--- config.mk ---
export PLATFORM = sky130hd
export DESIGN_NAME = elevator_order_scheduler_core_flat
export DESIGN_NICKNAME = d
export VERILOG_FILES = /design/src/eos_pkg.sv /design/src/eos_in_if.sv /design/src/eos_out_if.sv /design/src/eos_store.sv /design/src/eos_scan.sv /design/src/elevator_order_scheduler_core.sv /design/src/flat_wrapper.sv
export SDC_FILE = /design/constraint.sdc
export NUM_CORES = 1
export LEC_CHECK = 0
export BUFFER_PORTS_ARGS = -buffer_cell sky130_fd_sc_hd__clkbuf_2
export CORE_MARGIN = 3
export CORE_UTILIZATION = 53
export CTS_CLUSTER_SIZE = 14
export DETAILED_ROUTE_END_ITERATION = 16
export GPL_ROUTABILITY_DRIVEN = 0
export GPL_TIMING_DRIVEN = 0
export PLACE_DENSITY = 0.74
export RECOVER_POWER = 50
export SETUP_SLACK_MARGIN = 0.02
export SYNTH_ARGS = -nofsm -noshare
export SYNTH_HDL_FRONTEND = slang
export SYNTH_SLANG_ARGS = --single-unit
--- constraint.sdc ---
create_clock -name clk_i -period 1.55 [get_ports clk_i]
set_input_delay 0.155 -clock clk_i [delete_from_list [all_inputs] [get_ports clk_i]]
set_output_delay 0.155 -clock clk_i [all_outputs]
set_load 0.01 [all_outputs]
--- src/eos_pkg.sv ---
// ----------------------------------------------------------------------------
// eos_pkg
// Shared widths, codes, types and decision functions of the elevator order
// scheduler: SCAN direction rule, served-order clear mask and stop test.
// ----------------------------------------------------------------------------
package eos_pkg;

  localparam int unsigned FLOORS_DEF = 4;

  localparam int unsigned MODE_W  = 3;
  localparam int unsigned FLOOR_W = 2;
  localparam int unsigned BTN_W   = 2;
  localparam int unsigned DIR_W   = 2;
  localparam int unsigned FLAG_W  = 3;

  localparam logic [MODE_W-1:0] MODE_ADD   = 3'd0;
  localparam logic [MODE_W-1:0] MODE_CLEAR = 3'd1;
  localparam logic [MODE_W-1:0] MODE_SET   = 3'd2;
  localparam logic [MODE_W-1:0] MODE_DIR   = 3'd3;
  localparam logic [MODE_W-1:0] MODE_SERVE = 3'd4;
  localparam logic [MODE_W-1:0] MODE_QUERY = 3'd5;

  localparam logic [BTN_W-1:0] BTN_UP   = 2'd0;
  localparam logic [BTN_W-1:0] BTN_DOWN = 2'd1;
  localparam logic [BTN_W-1:0] BTN_CMD  = 2'd2;

  localparam logic [FLAG_W-1:0] FLAG_UP   = 3'b001;
  localparam logic [FLAG_W-1:0] FLAG_DOWN = 3'b010;
  localparam logic [FLAG_W-1:0] FLAG_CMD  = 3'b100;

  typedef enum logic [DIR_W-1:0] {
    DIR_STOP = 2'b00,
    DIR_UP   = 2'b01,
    DIR_DOWN = 2'b11
  } dir_e;

  typedef struct packed {
    logic              below;
    logic              above;
    logic [FLAG_W-1:0] here;
  } scan_res_t;

  function automatic dir_e sensed_dir(dir_e dir, scan_res_t r);
    dir_e nd;
    nd = DIR_STOP;
    if (!r.below && !r.above && (r.here == '0)) begin
      nd = DIR_STOP;
    end else if (dir == DIR_UP) begin
      nd = r.above ? DIR_UP : DIR_DOWN;
    end else if (dir == DIR_DOWN) begin
      nd = r.below ? DIR_DOWN : DIR_UP;
    end else if (r.here != '0) begin
      if (r.below) begin
        nd = DIR_DOWN;
      end else if (r.above) begin
        nd = DIR_UP;
      end else begin
        nd = DIR_STOP;
      end
    end else begin
      nd = r.below ? DIR_DOWN : DIR_UP;
    end
    return nd;
  endfunction

  function automatic logic [FLAG_W-1:0] clear_mask(dir_e dir, scan_res_t r);
    logic [FLAG_W-1:0] m;
    m = '0;
    if (dir == DIR_UP) begin
      m = FLAG_UP | FLAG_CMD | (r.above ? '0 : FLAG_DOWN);
    end else if (dir == DIR_DOWN) begin
      m = FLAG_DOWN | FLAG_CMD | (r.below ? '0 : FLAG_UP);
    end else begin
      if (r.below) begin
        m = FLAG_DOWN | FLAG_CMD;
      end else if (r.above) begin
        m = FLAG_UP | FLAG_CMD;
      end else begin
        m = FLAG_UP | FLAG_DOWN | FLAG_CMD;
      end
    end
    return m;
  endfunction

  function automatic logic stop_hit(dir_e dir, scan_res_t r);
    logic s;
    s = 1'b1;
    if (dir == DIR_UP) begin
      s = ((r.here & (FLAG_UP | FLAG_CMD)) != '0) || !r.above;
    end else if (dir == DIR_DOWN) begin
      s = ((r.here & (FLAG_DOWN | FLAG_CMD)) != '0) || !r.below;
    end
    return s;
  endfunction

endpackage

--- src/eos_in_if.sv ---
// ----------------------------------------------------------------------------
// eos_in_if
// Command channel of the order scheduler: valid, ready and one command beat.
// ----------------------------------------------------------------------------
interface eos_in_if;
  import eos_pkg::*;

  logic               valid;
  logic               ready;
  logic [MODE_W-1:0]  mode;
  logic [FLOOR_W-1:0] floor;
  logic [BTN_W-1:0]   button;
  logic               at_floor;

  modport source (output valid, output mode, output floor, output button,
                  output at_floor, input ready);
  modport sink   (input valid, input mode, input floor, input button,
                  input at_floor, output ready);
endinterface

--- src/eos_out_if.sv ---
// ----------------------------------------------------------------------------
// eos_out_if
// Status channel of the order scheduler: valid, ready and one status beat.
// ----------------------------------------------------------------------------
interface eos_out_if;
  import eos_pkg::*;

  logic                     valid;
  logic                     ready;
  logic signed [DIR_W-1:0]  motor_dir;
  logic                     should_stop;
  logic [FLOOR_W-1:0]       car_floor;

  modport source (output valid, output motor_dir, output should_stop,
                  output car_floor, input ready);
  modport sink   (input valid, input motor_dir, input should_stop,
                  input car_floor, output ready);
endinterface

--- src/eos_store.sv ---
// ----------------------------------------------------------------------------
// eos_store
// Order table: one flag word per floor in a memory, a valid bit per floor
// that reset and clear-all drop at once, one write and one registered read.
// ----------------------------------------------------------------------------
module eos_store #(
  parameter int unsigned Floors = eos_pkg::FLOORS_DEF
) (
  input  logic                       clk_i,
  input  logic                       rst_ni,
  input  logic                       clr_i,
  input  logic                       wr_en_i,
  input  logic [$clog2(Floors)-1:0]  wr_addr_i,
  input  logic [eos_pkg::FLAG_W-1:0] wr_flags_i,
  input  logic [$clog2(Floors)-1:0]  rd_addr_i,
  output logic [eos_pkg::FLAG_W-1:0] rd_flags_o
);
  import eos_pkg::*;

  logic [FLAG_W-1:0] mem_q [Floors];
  logic [Floors-1:0] vld_q;
  logic [FLAG_W-1:0] rd_data_q;
  logic              rd_hit_q;

  always_ff @(posedge clk_i) begin
    if (wr_en_i) begin
      mem_q[wr_addr_i] <= wr_flags_i;
    end
    rd_data_q <= mem_q[rd_addr_i];
    rd_hit_q  <= vld_q[rd_addr_i];
  end

  always_ff @(posedge clk_i or negedge rst_ni) begin
    if (!rst_ni) begin
      vld_q <= '0;
    end else if (clr_i) begin
      vld_q <= '0;
    end else if (wr_en_i) begin
      vld_q[wr_addr_i] <= 1'b1;
    end
  end

  // an entry never written since the last clear reads as empty
  assign rd_flags_o = rd_hit_q ? rd_data_q : '0;

endmodule

--- src/eos_scan.sv ---
// ----------------------------------------------------------------------------
// eos_scan
// Floor scanner: walks the order table one floor a cycle and collects
// orders below and above the car and the flags at the car's floor.
// ----------------------------------------------------------------------------
module eos_scan #(
  parameter int unsigned Floors = eos_pkg::FLOORS_DEF
) (
  input  logic                       clk_i,
  input  logic                       rst_ni,
  input  logic                       start_i,
  input  logic [$clog2(Floors)-1:0]  lvl_i,
  input  logic [eos_pkg::FLAG_W-1:0] rd_flags_i,
  output logic [$clog2(Floors)-1:0]  rd_addr_o,
  output logic                       done_o,
  output eos_pkg::scan_res_t         res_o
);
  import eos_pkg::*;

  localparam int unsigned IdxW = $clog2(Floors);
  localparam int unsigned CntW = $clog2(Floors + 1);
  localparam logic [IdxW-1:0] Last = IdxW'(Floors - 1);

  logic              busy_q;
  logic [CntW-1:0]   cnt_q;
  logic              tap_vld_q;
  logic [IdxW-1:0]   tap_idx_q;
  logic              done_q;
  logic              below_q;
  logic              above_q;
  logic [FLAG_W-1:0] here_q;
  logic              issue;

  assign issue     = busy_q && (cnt_q < CntW'(Floors));
  assign rd_addr_o = issue ? cnt_q[IdxW-1:0] : '0;

  always_ff @(posedge clk_i or negedge rst_ni) begin
    if (!rst_ni) begin
      busy_q    <= 1'b0;
      cnt_q     <= '0;
      tap_vld_q <= 1'b0;
      done_q    <= 1'b0;
    end else begin
      done_q <= tap_vld_q && (tap_idx_q == Last);
      if (start_i) begin
        busy_q    <= 1'b1;
        cnt_q     <= '0;
        tap_vld_q <= 1'b0;
      end else begin
        tap_vld_q <= issue;
        if (issue) begin
          cnt_q <= cnt_q + 1'b1;
        end else begin
          busy_q <= 1'b0;
        end
      end
    end
  end

  always_ff @(posedge clk_i) begin
    tap_idx_q <= cnt_q[IdxW-1:0];
    if (start_i) begin
      below_q <= 1'b0;
      above_q <= 1'b0;
      here_q  <= '0;
    end else if (tap_vld_q) begin
      if (tap_idx_q < lvl_i) begin
        below_q <= below_q | (rd_flags_i != '0);
      end
      if (tap_idx_q > lvl_i) begin
        above_q <= above_q | (rd_flags_i != '0);
      end
      if (tap_idx_q == lvl_i) begin
        here_q <= rd_flags_i;
      end
    end
  end

  assign done_o      = done_q;
  assign res_o.below = below_q;
  assign res_o.above = above_q;
  assign res_o.here  = here_q;

endmodule

--- src/elevator_order_scheduler_core.sv ---
// ----------------------------------------------------------------------------
// elevator_order_scheduler_core
// SCAN elevator scheduler: keeps the order table, the car floor and the
// travel direction, and answers every command beat with one status beat.
//
//   channel  dir  handshake       payload
//   in_if    in   valid / ready   mode, floor, button, at_floor
//   out_if   out  valid / ready   motor_dir, should_stop, car_floor
//
// each floor scan walks the table through the shared scanner;
// a beat needs one scan, mode 3 two and mode 4 three, and an added order
// first reads and rewrites its table entry before its scan.
// one beat at a time: in_if.ready is high only while the sequencer idles.
// a status beat waits in the output register; a stalled out_if holds only
// the next result. reset clears the table at once, no clearing pass.
// ----------------------------------------------------------------------------
module elevator_order_scheduler_core #(
  parameter int unsigned Floors = eos_pkg::FLOORS_DEF
) (
  input  logic clk_i,
  input  logic rst_ni,
  eos_in_if.sink    in_if,
  eos_out_if.source out_if
);
  import eos_pkg::*;

  localparam int unsigned IdxW = $clog2(Floors);
  localparam logic [IdxW-1:0] Last = IdxW'(Floors - 1);

  localparam logic [2:0] ST_IDLE   = 3'd0;
  localparam logic [2:0] ST_ORD_RD = 3'd1;
  localparam logic [2:0] ST_ORD_WR = 3'd2;
  localparam logic [2:0] ST_SCAN   = 3'd3;
  localparam logic [2:0] ST_OUT    = 3'd4;

  localparam logic [1:0] STEP_DIR = 2'd0;
  localparam logic [1:0] STEP_CLR = 2'd1;
  localparam logic [1:0] STEP_FIN = 2'd2;

  logic [2:0]         state_q, state_d;
  logic [1:0]         step_q, step_d;
  logic [MODE_W-1:0]  mode_q;
  logic [FLOOR_W-1:0] fl_q;
  logic [BTN_W-1:0]   btn_q;
  logic               sensed_q;
  logic [IdxW-1:0]    lvl_q, lvl_d;
  dir_e               dir_q, dir_d;
  logic               out_vld_q;
  logic [DIR_W-1:0]   out_dir_q;
  logic               out_stop_q;
  logic [FLOOR_W-1:0] out_floor_q;

  logic              accept;
  logic              order_ok;
  logic              scan_start;
  logic              scan_done;
  scan_res_t         res;
  logic [IdxW-1:0]   scan_addr;
  logic [IdxW-1:0]   ord_addr;
  logic [IdxW-1:0]   rd_addr;
  logic [FLAG_W-1:0] rd_flags;
  logic              wr_en;
  logic [IdxW-1:0]   wr_addr;
  logic [FLAG_W-1:0] wr_flags;
  logic              clr_all;
  logic              out_load;
  dir_e              dir_nx;
  logic [IdxW-1:0]   lvl_nx;

  assign in_if.ready = (state_q == ST_IDLE);
  assign accept      = in_if.valid && in_if.ready;
  assign order_ok    = (32'(in_if.floor) < Floors) &&
                       (in_if.button inside {BTN_UP, BTN_DOWN, BTN_CMD});
  assign clr_all     = accept && (in_if.mode == MODE_CLEAR);
  assign ord_addr    = IdxW'(fl_q);
  assign rd_addr     = (state_q == ST_ORD_RD) ? ord_addr : scan_addr;

  assign wr_en    = (state_q == ST_ORD_WR) ||
                    ((state_q == ST_SCAN) && scan_done && (step_q == STEP_CLR));
  assign wr_addr  = (state_q == ST_ORD_WR) ? ord_addr : lvl_q;
  assign wr_flags = (state_q == ST_ORD_WR) ? (rd_flags | (FLAG_UP << btn_q))
                                           : (res.here & ~clear_mask(dir_q, res));

  eos_store #(
    .Floors (Floors)
  ) u_store (
    .clk_i      (clk_i),
    .rst_ni     (rst_ni),
    .clr_i      (clr_all),
    .wr_en_i    (wr_en),
    .wr_addr_i  (wr_addr),
    .wr_flags_i (wr_flags),
    .rd_addr_i  (rd_addr),
    .rd_flags_o (rd_flags)
  );

  eos_scan #(
    .Floors (Floors)
  ) u_scan (
    .clk_i      (clk_i),
    .rst_ni     (rst_ni),
    .start_i    (scan_start),
    .lvl_i      (lvl_q),
    .rd_flags_i (rd_flags),
    .rd_addr_o  (scan_addr),
    .done_o     (scan_done),
    .res_o      (res)
  );

  // direction step, with the floor nudge when between floors
  always_comb begin
    dir_nx = dir_q;
    lvl_nx = lvl_q;
    if (sensed_q) begin
      dir_nx = sensed_dir(dir_q, res);
    end else if ((dir_q == DIR_UP) && !res.above) begin
      if (lvl_q != Last) begin
        lvl_nx = lvl_q + 1'b1;
      end
      dir_nx = DIR_DOWN;
    end else if ((dir_q == DIR_DOWN) && !res.below) begin
      if (lvl_q != '0) begin
        lvl_nx = lvl_q - 1'b1;
      end
      dir_nx = DIR_UP;
    end
  end

  always_comb begin
    state_d    = state_q;
    step_d     = step_q;
    lvl_d      = lvl_q;
    dir_d      = dir_q;
    scan_start = 1'b0;
    out_load   = 1'b0;
    case (state_q)
      ST_IDLE: begin
        if (accept) begin
          state_d    = ST_SCAN;
          step_d     = STEP_FIN;
          scan_start = 1'b1;
          case (in_if.mode)
            MODE_ADD: begin
              if (order_ok) begin
                state_d    = ST_ORD_RD;
                scan_start = 1'b0;
              end
            end
            MODE_SET: begin
              if (in_if.at_floor && (32'(in_if.floor) < Floors)) begin
                lvl_d = IdxW'(in_if.floor);
              end
            end
            MODE_DIR, MODE_SERVE: begin
              step_d = STEP_DIR;
            end
            default: begin
            end
          endcase
        end
      end
      ST_ORD_RD: begin
        state_d = ST_ORD_WR;
      end
      ST_ORD_WR: begin
        state_d    = ST_SCAN;
        step_d     = STEP_FIN;
        scan_start = 1'b1;
      end
      ST_SCAN: begin
        if (scan_done) begin
          case (step_q)
            STEP_DIR: begin
              dir_d      = dir_nx;
              lvl_d      = lvl_nx;
              step_d     = (mode_q == MODE_SERVE) ? STEP_CLR : STEP_FIN;
              scan_start = 1'b1;
            end
            STEP_CLR: begin
              step_d     = STEP_FIN;
              scan_start = 1'b1;
            end
            default: begin
              state_d = ST_OUT;
            end
          endcase
        end
      end
      ST_OUT: begin
        if (!out_vld_q || out_if.ready) begin
          out_load = 1'b1;
          state_d  = ST_IDLE;
        end
      end
      default: begin
        state_d = ST_IDLE;
      end
    endcase
  end

  always_ff @(posedge clk_i or negedge rst_ni) begin
    if (!rst_ni) begin
      state_q   <= ST_IDLE;
      step_q    <= STEP_FIN;
      lvl_q     <= '0;
      dir_q     <= DIR_STOP;
      out_vld_q <= 1'b0;
    end else begin
      state_q <= state_d;
      step_q  <= step_d;
      lvl_q   <= lvl_d;
      dir_q   <= dir_d;
      if (out_load) begin
        out_vld_q <= 1'b1;
      end else if (out_if.ready) begin
        out_vld_q <= 1'b0;
      end
    end
  end

  always_ff @(posedge clk_i) begin
    if (accept) begin
      mode_q   <= in_if.mode;
      fl_q     <= in_if.floor;
      btn_q    <= in_if.button;
      sensed_q <= in_if.at_floor;
    end
    if (out_load) begin
      out_dir_q   <= dir_q;
      out_stop_q  <= stop_hit(dir_q, res);
      out_floor_q <= FLOOR_W'(lvl_q);
    end
  end

  assign out_if.valid       = out_vld_q;
  assign out_if.motor_dir   = $signed(out_dir_q);
  assign out_if.should_stop = out_stop_q;
  assign out_if.car_floor   = out_floor_q;

endmodule

--- src/flat_wrapper.sv ---
// flat-port wrapper written by rule: the top's interface ports become plain ports
module elevator_order_scheduler_core_flat import eos_pkg::*;
#(
  parameter int unsigned Floors = eos_pkg::FLOORS_DEF
)
  (clk_i, rst_ni, in_if_valid, in_if_mode, in_if_floor, in_if_button, in_if_at_floor, in_if_ready, out_if_valid, out_if_motor_dir, out_if_should_stop, out_if_car_floor, out_if_ready);
  eos_in_if in_if_i ();
  eos_out_if out_if_i ();
  input  logic clk_i;
  input  logic rst_ni;
  input wire logic [$bits(in_if_i.valid)-1:0] in_if_valid;
  input wire logic [$bits(in_if_i.mode)-1:0] in_if_mode;
  input wire logic [$bits(in_if_i.floor)-1:0] in_if_floor;
  input wire logic [$bits(in_if_i.button)-1:0] in_if_button;
  input wire logic [$bits(in_if_i.at_floor)-1:0] in_if_at_floor;
  output wire logic [$bits(in_if_i.ready)-1:0] in_if_ready;
  output wire logic [$bits(out_if_i.valid)-1:0] out_if_valid;
  output wire logic [$bits(out_if_i.motor_dir)-1:0] out_if_motor_dir;
  output wire logic [$bits(out_if_i.should_stop)-1:0] out_if_should_stop;
  output wire logic [$bits(out_if_i.car_floor)-1:0] out_if_car_floor;
  input wire logic [$bits(out_if_i.ready)-1:0] out_if_ready;
  assign in_if_i.valid = in_if_valid;
  assign in_if_i.mode = in_if_mode;
  assign in_if_i.floor = in_if_floor;
  assign in_if_i.button = in_if_button;
  assign in_if_i.at_floor = in_if_at_floor;
  assign in_if_ready = in_if_i.ready;
  assign out_if_valid = out_if_i.valid;
  assign out_if_motor_dir = out_if_i.motor_dir;
  assign out_if_should_stop = out_if_i.should_stop;
  assign out_if_car_floor = out_if_i.car_floor;
  assign out_if_i.ready = out_if_ready;
  elevator_order_scheduler_core #(.Floors(Floors)) u_core (.clk_i(clk_i), .rst_ni(rst_ni), .in_if(in_if_i), .out_if(out_if_i));
endmodule
==> metrics.csv <==
metric,value,unit
status,"complete, but fails checks",
violations,negative setup slack,
h-tree-depth,2,
path_class,reg -> reg,
yosysSeqAreaShare,0.565,
finalHoldViolCount,0,
dp.final_hpwl,3790,microns
slew_violations,0,
drt-pass1-iter-count,4,
hp-class,in -> reg,
p_total,6.74,mW
syn_area_per_cell,11.0,sq um
final_layout_size_suffix_gt1_frac,0.374,
place_ws,-280,ps
relSlewSlack,0.240,
final_util,0.768,
yosys_warnings,0,
powerDensity,1940,nW/um^2
end_kind,flop,
cts_sinks,56,
synth_edf_count,25,
synth_cell_types,51,
track_usage,0.212,
ys_ff_latch,56,
finalSetupViolations,42,
fillers,286,
syn-instance-count,236,
dieArea,5790,sq um
die_w,76.1,microns
viasPerCell,5.84,
initial_utilization,0.575,
wl_per_cell,17.6,microns
gr-total-overflow,0,
clockRootBuffer,clkbuf_8,
layout.nets,300,
crit_fanout,4,
synth_fp_nets,251,
setup_slack,-284,ps
cts_buffers,5,
vdd_drop_max,1.36,mV
grt_max_degree,21,
arrival,1880,ps
crit_path_start_kind,flop,
grt_first_pass_wirelength,9650,microns
cap_violations,0,
vias,2050,
finClkSkew,9.63,ps
routed_wl,6160,microns
grt_pass1_vias,2036,
fmax,545,MHz
io_pins,19,
portBuffers,18,
route.detailed.drc,0,
row_count,24,
fin_crit,1830,ps
max-clock-path-buffers,2,
clk_latency,320,ps
fin_crit_sh,1.18,
rsz0062_at_grt,yes,
seqCellArea,1480,sq um
synthesis.area,2600,sq um
synthToLayoutAreaGrowth,33.6,%
ys.flop_type,edfxtp_1,
p_leak,1.34,nW
path_clk_slew,100,ps
antenna_left,0,
antenna_found_initial,0,
cts_tree,done,
synth_async_sr_flop_share,0.357,
core,4530,sq um
tightest_slew,1140,ps
diodes,0,
first_iter_violations,135,
multi_input_area,1400,sq um
required,1590,ps
die_y,76.1,microns
==> sequential cells by signal, summed over array words and instances (netlist names), 2 cells and up <==
| signal | count |
|---|---|
| u_core.u_store.vld_q | 4 |
| u_core.mode_q | 3 |
| u_core.out_if.car_floor | 2 |
| u_core.btn_q | 2 |
| u_core.u_scan.tap_idx_q | 2 |
| u_core.state_q | 3 |
| u_core.u_scan.cnt_q | 3 |
| u_core.out_if.motor_dir | 2 |
| u_core.step_q | 2 |
| u_core.lvl_q | 2 |
| u_core.dir_q | 2 |
| u_core.u_store.rd_data_q | 3 |
| u_core.u_store.mem_q | 12 |
| u_core.u_scan.here_q | 3 |
| u_core.fl_q | 2 |
==> kinds of logic after synthesis <==
| family | count (synthesis) | share of synthesized area |
|---|---|---|
| fa+ha+maj | 3 | 0.0144 |
| mux | 14 | 0.0543 |
| compound gates | 53 | 0.137 |
| buf+inv | 13 | 0.0231 |
| simple gates | 95 | 0.199 |
| xor+xnor | 2 | 0.00673 |
| flops | 56 | 0.565 |
==> power breakdown <==
group	total, mW	internal [mW]	switching (mW)	leakage (nW)
combinational	3.34	1.60	1.74	0.722
sequential	2.44	2.05	0.388	0.562
clock	0.959	0.478	0.480	0.0541
==> layout by cell type, fill, tap and decap left out, types with 3 or more instances in the layout <==
master,netlist,routed
nand3_4,0,4
buf_4,0,14
a21oi_4,0,4
buf_6,1,12
dfrtp_1,19,17
nor3b_1,3,3
nand3_1,8,3
dfxtp_1,11,11
clkbuf_1,3,7
ha_1,3,3
a21oi_1,20,13
nand2_2,0,3
nand2_1,15,11
nor3_1,5,3
a31oi_4,1,3
nand2b_1,9,9
nor2_2,1,7
nor2_4,0,4
nand3b_1,5,5
mux2i_1,13,13
clkbuf_2,0,10
o21ai_0,7,6
a21oi_2,0,3
buf_12,0,3
inv_1,6,5
edfxtp_1,25,25
nor2b_1,5,4
nor2_1,27,17
clkbuf_8,0,5
o21a_1,4,4
==> worst max-delay path: stages, from the launching register on <==
cell     delay, ps
dfrtp_1        420
buf_4          140
buf_4          120
or3b_4         420
nor3_2         170
a21oi_2         60
nor2_2         100
buf_6          130
==> cell type report <==
| class | count | area share |
|---|---|---|
| tap | 65 | 0.0234 |
| multi-input combinational | 168 | 0.402 |
| sequential | 56 | 0.424 |
| timing repair buffer | 44 | 0.101 |
| clock inverter | 3 | 0.0122 |
| clock buffer | 5 | 0.0198 |
| inverter | 6 | 0.00647 |
| buffer | 4 | 0.0119 |
==> worst paths after layout <==
check / from / end / slack (ps) / cells past startpoint
hold / removal: in_if_at_floor / u_core.sensed_q$_DFFE_PN_ / 20 / 1
hold reg to reg: u_core.u_scan.cnt_q[1]$_DFFE_PN0P_ / u_core.u_scan.tap_idx_q[1]$_DFF_P_ / 480 / 0
min in group asynchronous: rst_ni / u_core.state_q[0]$_DFFE_PN0P_ / 570 / 2
max in group asynchronous: rst_ni / u_core.lvl_q[0]$_DFFE_PN0P_ / 220 / 2
setup / recovery: u_core.state_q[2]$_DFFE_PN0P_ / u_core.u_store.mem_q[0][0]$_DFFE_PP_ / -280 / 7
setup reg to reg: u_core.state_q[2]$_DFFE_PN0P_ / u_core.u_store.mem_q[0][0]$_DFFE_PP_ / -280 / 7
==> cells in the mapped netlist, types with 6 or more instances <==
master | n | area, sq um
mux2i_1 | 13 | 130
nand2_1 | 15 | 56.3
a31oi_1 | 6 | 37.5
dfrtp_1 | 19 | 475
nor2_1 | 27 | 101
a21oi_1 | 20 | 100
inv_1 | 6 | 22.5
edfxtp_1 | 25 | 751
o21ai_0 | 7 | 35.0
nand3_1 | 8 | 40.0
nand2b_1 | 9 | 56.3
dfxtp_1 | 11 | 220
==> metrics by stage <==
step	cells	hold WS [ps]	TNS (ps)	area (sq um)
2_1_floorplan	236	-141	-342	2660
3_3_place_gp	319	146	-5380	2840
3_5_place_dp	319	148	-6060	2840
4_1_cts	345	19.8	-2490	3260
5_1_grt	351	12.1	-7520	3480
6_report	351	20.7	-5350	3480
==> per-layer routing <==
layer,global-route usage,up-vias,wire (microns)
li1,-,963,-
met1,0.265,994,2560
met2,0.352,69,3030
met3,0.0579,24,373
met4,0.0779,0,198
met5,0,-,0
==> repair_timing <==
action,in CTS,in global routing
setup buffers,18,7
endpoints found under the setup margin,39,61
hold buffers,1,0
hold endpoints to repair,19,0
cloned,2,0
resized for setup,30,42
pin swaps,14,15
Note: power is estimated with default switching activity, not from simulation.
